==> src/sv/pwps_pkg.sv <==
// ----------------------------------------------------------------------------
// pwps_pkg
// Widths, types and reset constants shared by the weighted patch sum
// block and its channel interfaces.
// ----------------------------------------------------------------------------
package pwps_pkg;

    localparam int PSF_W   = 16;
    localparam int IMG_W   = 16;
    localparam int PW_W    = 24;
    localparam int EMI_W   = 24;
    localparam int PSUM_W  = 26;
    localparam int WSUM_W  = 42;
    localparam int CHUNK_W = 16;
    localparam int MUL_W   = CHUNK_W + PW_W;
    localparam int PROD_W  = WSUM_W + PW_W;
    localparam int QUO_W   = EMI_W;

    localparam logic [PW_W-1:0] PW_RESET = 24'd65536;

    typedef logic [PSF_W-1:0]  t_psf;
    typedef logic [IMG_W-1:0]  t_img;
    typedef logic [PW_W-1:0]   t_pw;
    typedef logic [EMI_W-1:0]  t_emission;
    typedef logic [PSUM_W-1:0] t_psum;
    typedef logic [WSUM_W-1:0] t_wsum;
    typedef logic [PROD_W-1:0] t_prod;

endpackage

==> src/sv/pwps_if.sv <==
// ----------------------------------------------------------------------------
// pwps channel interfaces
// Valid/ready channels for pixel requests, results and the register write.
// ----------------------------------------------------------------------------
interface pwps_in_if;
    import pwps_pkg::*;
    logic valid;
    logic ready;
    t_psf psf_value;
    t_img image_value;
    logic last_pixel;
    modport source (output valid, output psf_value, output image_value,
                    output last_pixel, input ready);
    modport sink   (input valid, input psf_value, input image_value,
                    input last_pixel, output ready);
endinterface

interface pwps_out_if;
    import pwps_pkg::*;
    logic      valid;
    logic      ready;
    t_emission emission;
    logic      zero_weight_sum;
    modport source (output valid, output emission, output zero_weight_sum,
                    input ready);
    modport sink   (input valid, input emission, input zero_weight_sum,
                    output ready);
endinterface

interface pwps_cfg_if;
    import pwps_pkg::*;
    logic valid;
    logic ready;
    t_pw  data;
    modport source (output valid, output data, input ready);
    modport sink   (input valid, input data, output ready);
endinterface

==> src/sv/psf_weighted_patch_sum.sv <==
// ----------------------------------------------------------------------------
// psf_weighted_patch_sum
// PSF weighted aperture photometry: sums weights and weight*sample over a
// patch and reports weighted_total * projection_weight / (psf_total * 2^16).
// ----------------------------------------------------------------------------
// Pixel requests are taken one per cycle while the block is idle; each one
// updates both running sums through a single 16x24 multiplier. The request
// marked last_pixel then keeps the block busy: three partial products
// through the same multiplier form the 66-bit product, a check state
// tests for saturation, and a restoring divider resolves one quotient bit
// per cycle for all 24 bits; the divide is skipped when the result
// saturates, and the whole sequence when the weight sum is zero. A finished
// result sits in an output register, so the next patch may start while
// it waits. The projection weight write port is always ready.
module psf_weighted_patch_sum (
    input  logic  i_clk,
    input  logic  i_rst_n,
    pwps_in_if.sink   i_pix,
    pwps_cfg_if.sink  i_cfg,
    pwps_out_if.source o_res
);
    import pwps_pkg::*;

    localparam logic [2:0] S_IDLE = 3'd0;
    localparam logic [2:0] S_MUL  = 3'd1;
    localparam logic [2:0] S_CHK  = 3'd2;
    localparam logic [2:0] S_DIV  = 3'd3;
    localparam logic [2:0] S_DONE = 3'd4;

    localparam logic [4:0] MUL_LAST = 5'd2;
    localparam logic [4:0] DIV_LAST = 5'(QUO_W - 1);

    logic [2:0]  r_state, n_state;
    logic [4:0]  r_cnt, n_cnt;
    t_psum       r_psum, n_psum;
    t_wsum       r_wsum, n_wsum;
    t_pw         r_pw, n_pw;
    t_prod       r_prod, n_prod;
    t_psum       r_rem, n_rem;
    logic [QUO_W-1:0] r_quo, n_quo;
    logic        r_sat, n_sat;
    logic        r_zero, n_zero;
    logic        r_out_valid, n_out_valid;
    t_emission   r_emission, n_emission;
    logic        r_flag, n_flag;

    logic [CHUNK_W-1:0] mul_a;
    t_pw                mul_b;
    logic [MUL_W-1:0]   mul_p;
    logic [PSUM_W:0]    psum_add;
    logic [WSUM_W:0]    wsum_add;
    t_psum              psum_acc;
    t_wsum              wsum_acc;
    t_prod              prod_base;
    logic [PSUM_W:0]    trial;
    logic               trial_ge;
    logic               pix_acc;

    assign i_pix.ready = (r_state == S_IDLE);
    assign i_cfg.ready = 1'b1;
    assign pix_acc     = i_pix.valid && i_pix.ready;

    assign o_res.valid           = r_out_valid;
    assign o_res.emission        = r_emission;
    assign o_res.zero_weight_sum = r_flag;

    // shared multiplier operand select
    always_comb begin
        mul_a = i_pix.psf_value;
        mul_b = {{(PW_W-IMG_W){1'b0}}, i_pix.image_value};
        if (r_state == S_MUL) begin
            mul_b = r_pw;
            case (r_cnt[1:0])
                2'd0:    mul_a = {{(3*CHUNK_W-WSUM_W){1'b0}},
                                  r_wsum[WSUM_W-1:2*CHUNK_W]};
                2'd1:    mul_a = r_wsum[2*CHUNK_W-1:CHUNK_W];
                default: mul_a = r_wsum[CHUNK_W-1:0];
            endcase
        end
    end

    assign mul_p = {{PW_W{1'b0}}, mul_a} * {{CHUNK_W{1'b0}}, mul_b};

    assign psum_add = {1'b0, r_psum} + {{(PSUM_W+1-PSF_W){1'b0}}, i_pix.psf_value};
    assign wsum_add = {1'b0, r_wsum}
                    + {{(WSUM_W+1-PSF_W-IMG_W){1'b0}}, mul_p[PSF_W+IMG_W-1:0]};
    assign psum_acc = psum_add[PSUM_W] ? {PSUM_W{1'b1}} : psum_add[PSUM_W-1:0];
    assign wsum_acc = wsum_add[WSUM_W] ? {WSUM_W{1'b1}} : wsum_add[WSUM_W-1:0];

    assign prod_base = (r_cnt == 5'd0) ? '0 : {r_prod[PROD_W-CHUNK_W-1:0], {CHUNK_W{1'b0}}};

    assign trial    = {r_rem, r_prod[PROD_W-PSUM_W-1]};
    assign trial_ge = (trial >= {1'b0, r_psum});

    always_comb begin
        n_state     = r_state;
        n_cnt       = r_cnt;
        n_psum      = r_psum;
        n_wsum      = r_wsum;
        n_pw        = r_pw;
        n_prod      = r_prod;
        n_rem       = r_rem;
        n_quo       = r_quo;
        n_sat       = r_sat;
        n_zero      = r_zero;
        n_out_valid = r_out_valid;
        n_emission  = r_emission;
        n_flag      = r_flag;

        if (i_cfg.valid && i_cfg.ready) begin
            n_pw = i_cfg.data;
        end
        if (r_out_valid && o_res.ready) begin
            n_out_valid = 1'b0;
        end

        case (r_state)
            S_IDLE: begin
                if (pix_acc) begin
                    n_psum = psum_acc;
                    n_wsum = wsum_acc;
                    n_cnt  = 5'd0;
                    if (i_pix.last_pixel) begin
                        n_zero  = (psum_acc == '0);
                        n_state = (psum_acc == '0) ? S_DONE : S_MUL;
                    end
                end
            end
            S_MUL: begin
                n_prod = prod_base + {{(PROD_W-MUL_W){1'b0}}, mul_p};
                n_cnt  = r_cnt + 5'd1;
                if (r_cnt == MUL_LAST) begin
                    n_state = S_CHK;
                end
            end
            S_CHK: begin
                n_sat   = (r_prod[PROD_W-1:PROD_W-PSUM_W] >= r_psum);
                n_rem   = r_prod[PROD_W-1:PROD_W-PSUM_W];
                n_cnt   = 5'd0;
                n_state = (r_prod[PROD_W-1:PROD_W-PSUM_W] >= r_psum) ? S_DONE : S_DIV;
            end
            S_DIV: begin
                n_rem  = trial_ge ? PSUM_W'(trial - {1'b0, r_psum}) : trial[PSUM_W-1:0];
                n_quo  = {r_quo[QUO_W-2:0], trial_ge};
                n_prod = {r_prod[PROD_W-2:0], 1'b0};
                n_cnt  = r_cnt + 5'd1;
                if (r_cnt == DIV_LAST) begin
                    n_state = S_DONE;
                end
            end
            S_DONE: begin
                if (!r_out_valid || o_res.ready) begin
                    n_out_valid = 1'b1;
                    n_flag      = r_zero;
                    if (r_zero) begin
                        n_emission = '0;
                    end else if (r_sat) begin
                        n_emission = {EMI_W{1'b1}};
                    end else begin
                        n_emission = r_quo;
                    end
                    n_psum  = '0;
                    n_wsum  = '0;
                    n_state = S_IDLE;
                end
            end
            default: begin
                n_state = S_IDLE;
            end
        endcase
    end

    always_ff @(posedge i_clk) begin
        if (!i_rst_n) begin
            r_state     <= S_IDLE;
            r_cnt       <= '0;
            r_psum      <= '0;
            r_wsum      <= '0;
            r_pw        <= PW_RESET;
            r_sat       <= 1'b0;
            r_zero      <= 1'b0;
            r_out_valid <= 1'b0;
        end else begin
            r_state     <= n_state;
            r_cnt       <= n_cnt;
            r_psum      <= n_psum;
            r_wsum      <= n_wsum;
            r_pw        <= n_pw;
            r_sat       <= n_sat;
            r_zero      <= n_zero;
            r_out_valid <= n_out_valid;
        end
    end

    always_ff @(posedge i_clk) begin
        r_prod     <= n_prod;
        r_rem      <= n_rem;
        r_quo      <= n_quo;
        r_emission <= n_emission;
        r_flag     <= n_flag;
    end

endmodule

==> src/flat_wrapper.sv <==
// flat-port wrapper written by rule: the top's interface ports become plain ports
module psf_weighted_patch_sum_flat import pwps_pkg::*;
  (i_clk, i_rst_n, i_pix_valid, i_pix_psf_value, i_pix_image_value, i_pix_last_pixel, i_pix_ready, i_cfg_valid, i_cfg_data, i_cfg_ready, o_res_valid, o_res_emission, o_res_zero_weight_sum, o_res_ready);
  pwps_in_if i_pix_i ();
  pwps_cfg_if i_cfg_i ();
  pwps_out_if o_res_i ();
  input  logic i_clk;
  input  logic i_rst_n;
  input wire logic [$bits(i_pix_i.valid)-1:0] i_pix_valid;
  input wire logic [$bits(i_pix_i.psf_value)-1:0] i_pix_psf_value;
  input wire logic [$bits(i_pix_i.image_value)-1:0] i_pix_image_value;
  input wire logic [$bits(i_pix_i.last_pixel)-1:0] i_pix_last_pixel;
  output wire logic [$bits(i_pix_i.ready)-1:0] i_pix_ready;
  input wire logic [$bits(i_cfg_i.valid)-1:0] i_cfg_valid;
  input wire logic [$bits(i_cfg_i.data)-1:0] i_cfg_data;
  output wire logic [$bits(i_cfg_i.ready)-1:0] i_cfg_ready;
  output wire logic [$bits(o_res_i.valid)-1:0] o_res_valid;
  output wire logic [$bits(o_res_i.emission)-1:0] o_res_emission;
  output wire logic [$bits(o_res_i.zero_weight_sum)-1:0] o_res_zero_weight_sum;
  input wire logic [$bits(o_res_i.ready)-1:0] o_res_ready;
  assign i_pix_i.valid = i_pix_valid;
  assign i_pix_i.psf_value = i_pix_psf_value;
  assign i_pix_i.image_value = i_pix_image_value;
  assign i_pix_i.last_pixel = i_pix_last_pixel;
  assign i_pix_ready = i_pix_i.ready;
  assign i_cfg_i.valid = i_cfg_valid;
  assign i_cfg_i.data = i_cfg_data;
  assign i_cfg_ready = i_cfg_i.ready;
  assign o_res_valid = o_res_i.valid;
  assign o_res_emission = o_res_i.emission;
  assign o_res_zero_weight_sum = o_res_i.zero_weight_sum;
  assign o_res_i.ready = o_res_ready;
  psf_weighted_patch_sum u_core (.i_clk(i_clk), .i_rst_n(i_rst_n), .i_pix(i_pix_i), .i_cfg(i_cfg_i), .o_res(o_res_i));
endmodule
==> config.mk <==
export PLATFORM = sky130hd
export DESIGN_NAME = psf_weighted_patch_sum_flat
export DESIGN_NICKNAME = d
export VERILOG_FILES = /design/src/sv/pwps_pkg.sv /design/src/sv/pwps_if.sv /design/src/sv/psf_weighted_patch_sum.sv /design/src/flat_wrapper.sv
export SDC_FILE = /design/constraint.sdc
export NUM_CORES = 2
export LEC_CHECK = 0
export ABC_AREA = 1
export BUFFER_PORTS_ARGS = -buffer_cell sky130_fd_sc_hd__buf_2
export CAP_MARGIN = 15
export CORE_UTILIZATION = 40
export CTS_BUF_LIST = sky130_fd_sc_hd__clkbuf_4
export CTS_CLUSTER_SIZE = 10
export DETAILED_ROUTE_END_ITERATION = 6
export HOLD_SLACK_MARGIN = 0.12
export SYNTH_ARGS = -nofsm -noshare
export SYNTH_HDL_FRONTEND = slang
export SYNTH_SLANG_ARGS = --single-unit
==> constraint.sdc <==
create_clock -name i_clk -period 9.4 [get_ports i_clk]
set_clock_uncertainty 0.15 [all_clocks]
set_input_delay 1.41 -clock i_clk [delete_from_list [all_inputs] [get_ports i_clk]]
set_output_delay 1.41 -clock i_clk [all_outputs]
set_load 0.02 [all_outputs]
==> After elaboration in Yosys (flattened, before gate mapping) <==
Cells that the tools add are included.
{ "classes": {"n_eq_ne": 12, "reduce_logical": 18, "muxes": 29, "order_cmp": 2, "n_mul": 1, "addsub": 5} }
{ "op_table": {"columns": ["op", "count"], "rows": [
  ["one-hot mux 66 bit (2 select lines)", 1],
  ["two-way mux 42 bit", 3],
  ["two-way mux 26 bit", 4],
  ["one-hot mux 26 bit (2 select lines)", 2],
  ["one-hot mux 42 bit (2 select lines)", 1],
  ["adder 66 x 40 -> 66 bit", 1],
  ["two-way mux 66 bit", 1],
  ["two-way mux 24 bit", 2],
  ["adder 42 x 32 -> 43 bit", 1],
  ["multiplier 16 x 24 -> 40 bit", 1],
  ["one-hot mux 16 bit (2 select lines)", 1],
  ["adder 26 x 16 -> 27 bit", 1],
  ["greater-or-equal comparator 27 x 26 -> 1 bit", 1],
  ["greater-or-equal comparator 26 bit", 1],
  ["logical NOT 26 bit", 1],
  ["subtractor 26 bit", 1],
  ["two-way mux 3 bit", 7],
  ["two-way mux 16 bit", 1],
  ["one-hot mux 3 bit (5 select lines)", 1],
  ["one-hot mux 5 bit (3 select lines)", 1],
  ["equality test 3 x 2 -> 1 bit, second input constant", 2],
  ["!= test 2 bit, second input constant", 3],
  ["AND reduction 3 bit", 2],
  ["nonzero test 2 bit", 3],
  ["other kinds (19)", 24]
]} }
{ "word_totals": {"wordCells": 80, "ff_bits": 244, "inputBits": 62} }

==> Longest topological paths before layout <==
{ "logic_depth": {"depth_word": 8, "ltp_mapped": 51} }

==> Worst setup path before layout <==
OpenSTA, ideal clock, no wires.
{ "synth_path": {"path_kind": "reg-to-reg", "from": "register u_core.r_state[0]", "to": "register u_core.r_prod[60], data pin", "setup_time_ps": 264, "path_slack_ps": -89, "path_stages_with_launch": 42, "period_less_slack_ps": 9489, "arrival_time_ps": 9075, "required_time_ps": 8986, "path_buffers": 2, "path_cell_list": "dfxtp_1 > inv_2 > nor2_4 > inv_2 > nor2_4 > inv_2 > buf_6 > a211oi_4 > o21bai_2 > buf_2 > nor2_1 > fa_1 > inv_1 > fa_1 > fa_1 > inv_1 > fa_1 > fa_1 > [6 not listed] > a21oi_2 > o21bai_2 > a21oi_2 > o21ai_2 > nand2_1 > nand3_1 > nand2_1 > ha_1 > nand2_1 > o21ai_0 > a21oi_1 > o211ai_1 > nand2_1 > nor2_2 > nand2_1 > nor2_1 > xor2_1 > o21ai_1"} }
{ "synth_via": {"elab_chain_len": 5} }
{ "synth_rtl": {"columns": ["element", "line", "source"], "rows": [
  ["from (decl)", "psf_weighted_patch_sum.sv:33", "logic [2:0] r_state, n_state;"],
  ["from (signal assigned)", "psf_weighted_patch_sum.sv:184", "r_state <= n_state;"],
  ["equality test 3 x 1 -> 1 bit", "psf_weighted_patch_sum.sv:71, psf_weighted_patch_sum.sv:117", null],
  ["two-way mux 16 bit or two-way mux 24 bit (tied branches)", "psf_weighted_patch_sum.sv:71", "if (r_state == S_MUL) begin"],
  ["multiplier 16 x 24 -> 40 bit", "psf_weighted_patch_sum.sv:82", "assign mul_p = {{PW_W{1'b0}}, mul_a} * {{CHUNK_W{1'b0}}, mul_b};"],
  ["adder 66 x 40 -> 66 bit", "psf_weighted_patch_sum.sv:130", "n_prod = prod_base + {{(PROD_W-MUL_W){1'b0}}, mul_p};"],
  ["one-hot mux 66 bit (2 select lines) (*)", "psf_weighted_patch_sum.sv:117", "case (r_state)"],
  ["named net u_core.n_prod[60]", "psf_weighted_patch_sum.sv:38", "t_prod r_prod, n_prod;"],
  ["to (signal assigned)", "psf_weighted_patch_sum.sv:196", "r_prod <= n_prod;"],
  ["to (decl)", "psf_weighted_patch_sum.sv:38", null]
]} }
Mark *: on every way through the listed nets, which the timed path passes. The rest lies on a longest branch.
A chain may end at the register's enable or synchronous reset.

==> Worst setup path after layout <==
{ "layout_path": {"from": "register u_core.r_cnt[0]", "to": "register u_core.r_wsum[37]"} }
{ "layout_via": {"elab_chain_len": 8} }
{ "layout_rtl": {"columns": ["element", "line", "source"], "rows": [
  ["from (decl)", "psf_weighted_patch_sum.sv:34", "logic [4:0] r_cnt, n_cnt;"],
  ["from (signal assigned)", "psf_weighted_patch_sum.sv:185", "r_cnt <= n_cnt;"],
  ["equality test 2 x 1 -> 1 bit or logical NOT 2 bit (tied branches)", "psf_weighted_patch_sum.sv:73", "case (r_cnt[1:0])"],
  ["one-hot mux 16 bit (2 select lines) (*)", "psf_weighted_patch_sum.sv:73", null],
  ["two-way mux 16 bit (*)", "psf_weighted_patch_sum.sv:71", null],
  ["multiplier 16 x 24 -> 40 bit (*)", "psf_weighted_patch_sum.sv:82", null],
  ["adder 42 x 32 -> 43 bit (*)", "psf_weighted_patch_sum.sv:86", "+ {{(WSUM_W+1-PSF_W-IMG_W){1'b0}}, mul_p[PSF_W+IMG_W-1:0]};"],
  ["two-way mux 42 bit (*)", "psf_weighted_patch_sum.sv:88", "assign wsum_acc = wsum_add[WSUM_W] ? {WSUM_W{1'b1}} : wsum_add[WSUM_W-1:0];"],
  ["two-way mux 42 bit (*)", "psf_weighted_patch_sum.sv:119", "if (pix_acc) begin"],
  ["one-hot mux 42 bit (2 select lines) (*)", "psf_weighted_patch_sum.sv:117", null],
  ["to (signal assigned)", "psf_weighted_patch_sum.sv:187", "r_wsum <= n_wsum;"],
  ["to (decl)", "psf_weighted_patch_sum.sv:36", "t_wsum r_wsum, n_wsum;"]
]} }
Every way passes the cells marked *; elsewhere a longest branch is shown, timed or not. The select of a mux whose other input is x is not followed.

==> summary.md <==
| Metric | Value |
|---|---|
| Minimum clock period | `9020 ps` |
| Pin count of the biggest net entering global routing | `77` |
| Crit path to | `u_core.r_wsum[37]` |
| Worst hold path class | `flop to flop` |
| Synthesized instance count | `4160` |
| Share of cells above drive strength 1 | `19.8%` |
| Width of the die | `280 microns` |
| Antenna viol nets, final | `0` |
| RD Place Congestion | `0.946` |
| R2r startpoint | `u_core.r_cnt[0]` |
| Area of the core | `76200 sq um` |
| Yosys warnings | `0` |
| CP Launch Type | `flop` |
| CP required | `9960 ps` |
| Worst-path clk slew | `80 ps` |
| Root buffer cell | `clkbuf_4` |
| Final worst slack | `378 ps` |
| # DRC | `0` |
| Crit path DAT | `9580 ps` |
| Fmax | `111 MHz` |
| CTS buffer count | `73` |
| Placed instance count | `5616` |
| CP Launch Point | `u_core.r_cnt[0]` |
| Syn Area/Cell | `7.42 sq um` |
| Place WS | `-308 ps` |
| Worst slew pin tran | `978 ps` |
| Max-cap violations | `0` |
| Drt first pass iters | `5` |
| Clk sink count | `244` |
| EDFF count, synth | `141` |
| Wirelength, routed | `105000 microns` |
| Vias in the first global route | `28800` |
| Most frequent CP cell | `buf_4` |
| NumNets Final | `5298` |
| Total GRT Usage | `27.0%` |
| Initial DRC Count | `2151` |
| Bufs on Longest Clock Path | `3` |
| WL/cell | `18.1 microns` |
| Initial Util | `40.5%` |
| Area grow syn2layout | `22.8%` |
| Post-DP HPWL | `85500 microns` |
| Total gr overflow | `0` |
| Sequential share of the synthesized area | `20.4%` |
| Initial antenna violation count | `7` |
| Port bufs | `88` |
| Crit Path Category | `flop to flop` |
| Critical Path Max Stage Delay | `550 ps` |
| Worst skew pair latency | `830 ps` |
| Critical Path Fanout Max | `6` |
| Netlist cell types | `72` |
| R2r worst-path depth | `44` |
| TritonCTS clock tree | `yes` |
| # setup viols final | `0` |
| Ports | `90` |
| CP max-delay cell | `fa_1` |
| Status | `completed` |
| Final Hold Fails | `0` |
| Kind of end point of the critical path | `flop` |
| Die Ht | `280 microns` |
| Num rows | `101` |
| Mapped Nets | `4772` |
| Register bit total from synthesis | `244` |
| Fin. max-slew vios | `0` |
| Ys async rst share | `0%` |
| Max_slew headroom | `34.8%` |
| Vias per cell | `5.07` |
| Routed via count | `29300` |
| Synthesized area | `30900 sq um` |
| Post-Layout Cell Count | `5777` |
| First-pass GRT wire length | `162000 microns` |
| Final period util | `96.0%` |
| Most used flip-flop cell after synthesis | `edfxtp_1` |
| R2R setup slack | `380 ps` |
| Final core occ | `49.7%` |
| Die area | `78300 sq um` |
| Critical R2R Capture | `u_core.r_wsum[37]` |
| H-tree level count | `3` |
## cell usage in the layout (no fill, tap or decap), types with 5 or more instances in the layout
master and instances:
nand2_1 993, inv_1 702, buf_4 454, nor2_1 432
fa_1 303, a21oi_1 242, ha_1 214, o21ai_0 190
edfxtp_1 141, nand3_1 122, clkbuf_4 107, dfxtp_1 101
buf_2 88, xor2_1 75, xnor2_1 51, o21ai_1 40
nand4_1 32, a21oi_2 28, nand2_2 28, nor2_2 24
nor3_1 23, ha_4 23, buf_12 23, clkinv_1 21
a21o_1 20, a31oi_1 20, inv_2 19, o211ai_1 19
or2_2 17, o21ai_2 14, nor4_1 13, o21a_1 9
nor3_2 9, nand3_2 8, nor2_4 7, o21bai_1 7
fa_2 7, nand3b_1 6, o21bai_4 5, buf_6 5
## synth_stat cells, types with 26 or more instances
| cell type | count | area, sq um |
|---|---|---|
| a21oi_1 | 265 | 1330 |
| a31oi_1 | 26 | 163 |
| buf_2 | 52 | 260 |
| clkbuf_1 | 62 | 233 |
| dfxtp_1 | 103 | 2060 |
| edfxtp_1 | 141 | 4230 |
| fa_1 | 310 | 6210 |
| ha_1 | 240 | 3000 |
| inv_1 | 710 | 2670 |
| nand2_1 | 1009 | 3790 |
| nand3_1 | 126 | 631 |
| nand4_1 | 32 | 200 |
| nor2_1 | 450 | 1690 |
| nor3_1 | 26 | 130 |
| o21ai_0 | 210 | 1050 |
| o21ai_1 | 26 | 130 |
| xnor2_1 | 53 | 464 |
| xor2_1 | 78 | 683 |
## through the flow
step	hold slack, ps	setup TNS, ps	cell area, sq um
global route	296	-953	37900
floorplan	256	0	31000
global placement	289	-13630	35900
finish	284	0	37900
detailed placement	283	-12810	35900
CTS	288	0	36900
## state kept, by name, summed over array words and instances, names as in the netlist
name,cells
u_core.r_state,3
u_core.o_res.zero_weight_sum,1
u_core.r_psum,26
u_core.r_wsum,42
u_core.r_quo,24
u_core.o_res.emission,24
u_core.r_zero,1
u_core.r_prod,66
u_core.r_rem,26
u_core.o_res.valid,1
u_core.r_pw,24
u_core.r_sat,1
u_core.r_cnt,5
## worst max-delay path: cells and delay by family, from the launching register on
kind	cells	cell delay (ps)
and+or+nand+nor	9	1030
AOI/OAI and AO/OA	9	1550
adders and majority gates	9	3870
buffers and inverters	16	1820
xor gates and xnor gates	1	140
DFF	1	370
## worst min path at each step
stage | slack [ps] | cells after the start | from | endpoint
2_1_floorplan | 260 | 0 | u_core.r_zero | u_core.o_res.zero_weight_sum
3_3_place_gp | 290 | 0 | u_core.r_quo[16] | u_core.r_quo[17]
3_5_place_dp | 280 | 0 | u_core.r_quo[16] | u_core.r_quo[17]
4_1_cts | 290 | 0 | u_core.r_quo[16] | u_core.r_quo[17]
5_1_grt | 300 | 0 | u_core.r_quo[16] | u_core.r_quo[17]
6_report | 280 | 0 | u_core.r_quo[16] | u_core.r_quo[17]
## layout make-up
class,count,area (sq um)
clock buffers,107,803
fillers,7520,38300
well taps,1030,1290
diodes,4,10.0
inverters,730,2760
multi-input cells,3062,22100
flip-flops and latches,244,6300
clock inverters,25,170
repair buffers,575,4480
## timing repair
action / CTS / global route
setup buffers: 2 / 18
cloned: 0 / 3
hold buffers: 0 / 0
pin swaps: 0 / 60
endpoints found under the setup margin: 1 / 82
resized for setup: 0 / 170
## routing by layer
layer	global-route usage, %	wire length, microns	share of wire [%]	up-vias
li1	-	-	-	14200
met1	37.0	46900	45	13900
met2	41.7	45400	43	935
met3	6.42	8810	8.4	179
met4	8.91	3410	3.3	4
met5	0	34	0.033	-
## cell families (layout without fill, tap and decap cells)
group | count (synthesis) | after routing | synth area share, %
xor gates and xnor gates | 131 | 131 | 3.72
AOI/OAI and AO/OA | 646 | 646 | 12.1
other | 1 | 5 | 0.0121
buffers and inverters | 854 | 1437 | 10.8
DFF | 244 | 244 | 20.4
adders and majority gates | 550 | 550 | 29.8
and+or+nand+nor | 1734 | 1734 | 23.2
Power is left out: the tool's default activity adds up to more than one toggle a clock period on the data nets, which glitch-free logic cannot reach.
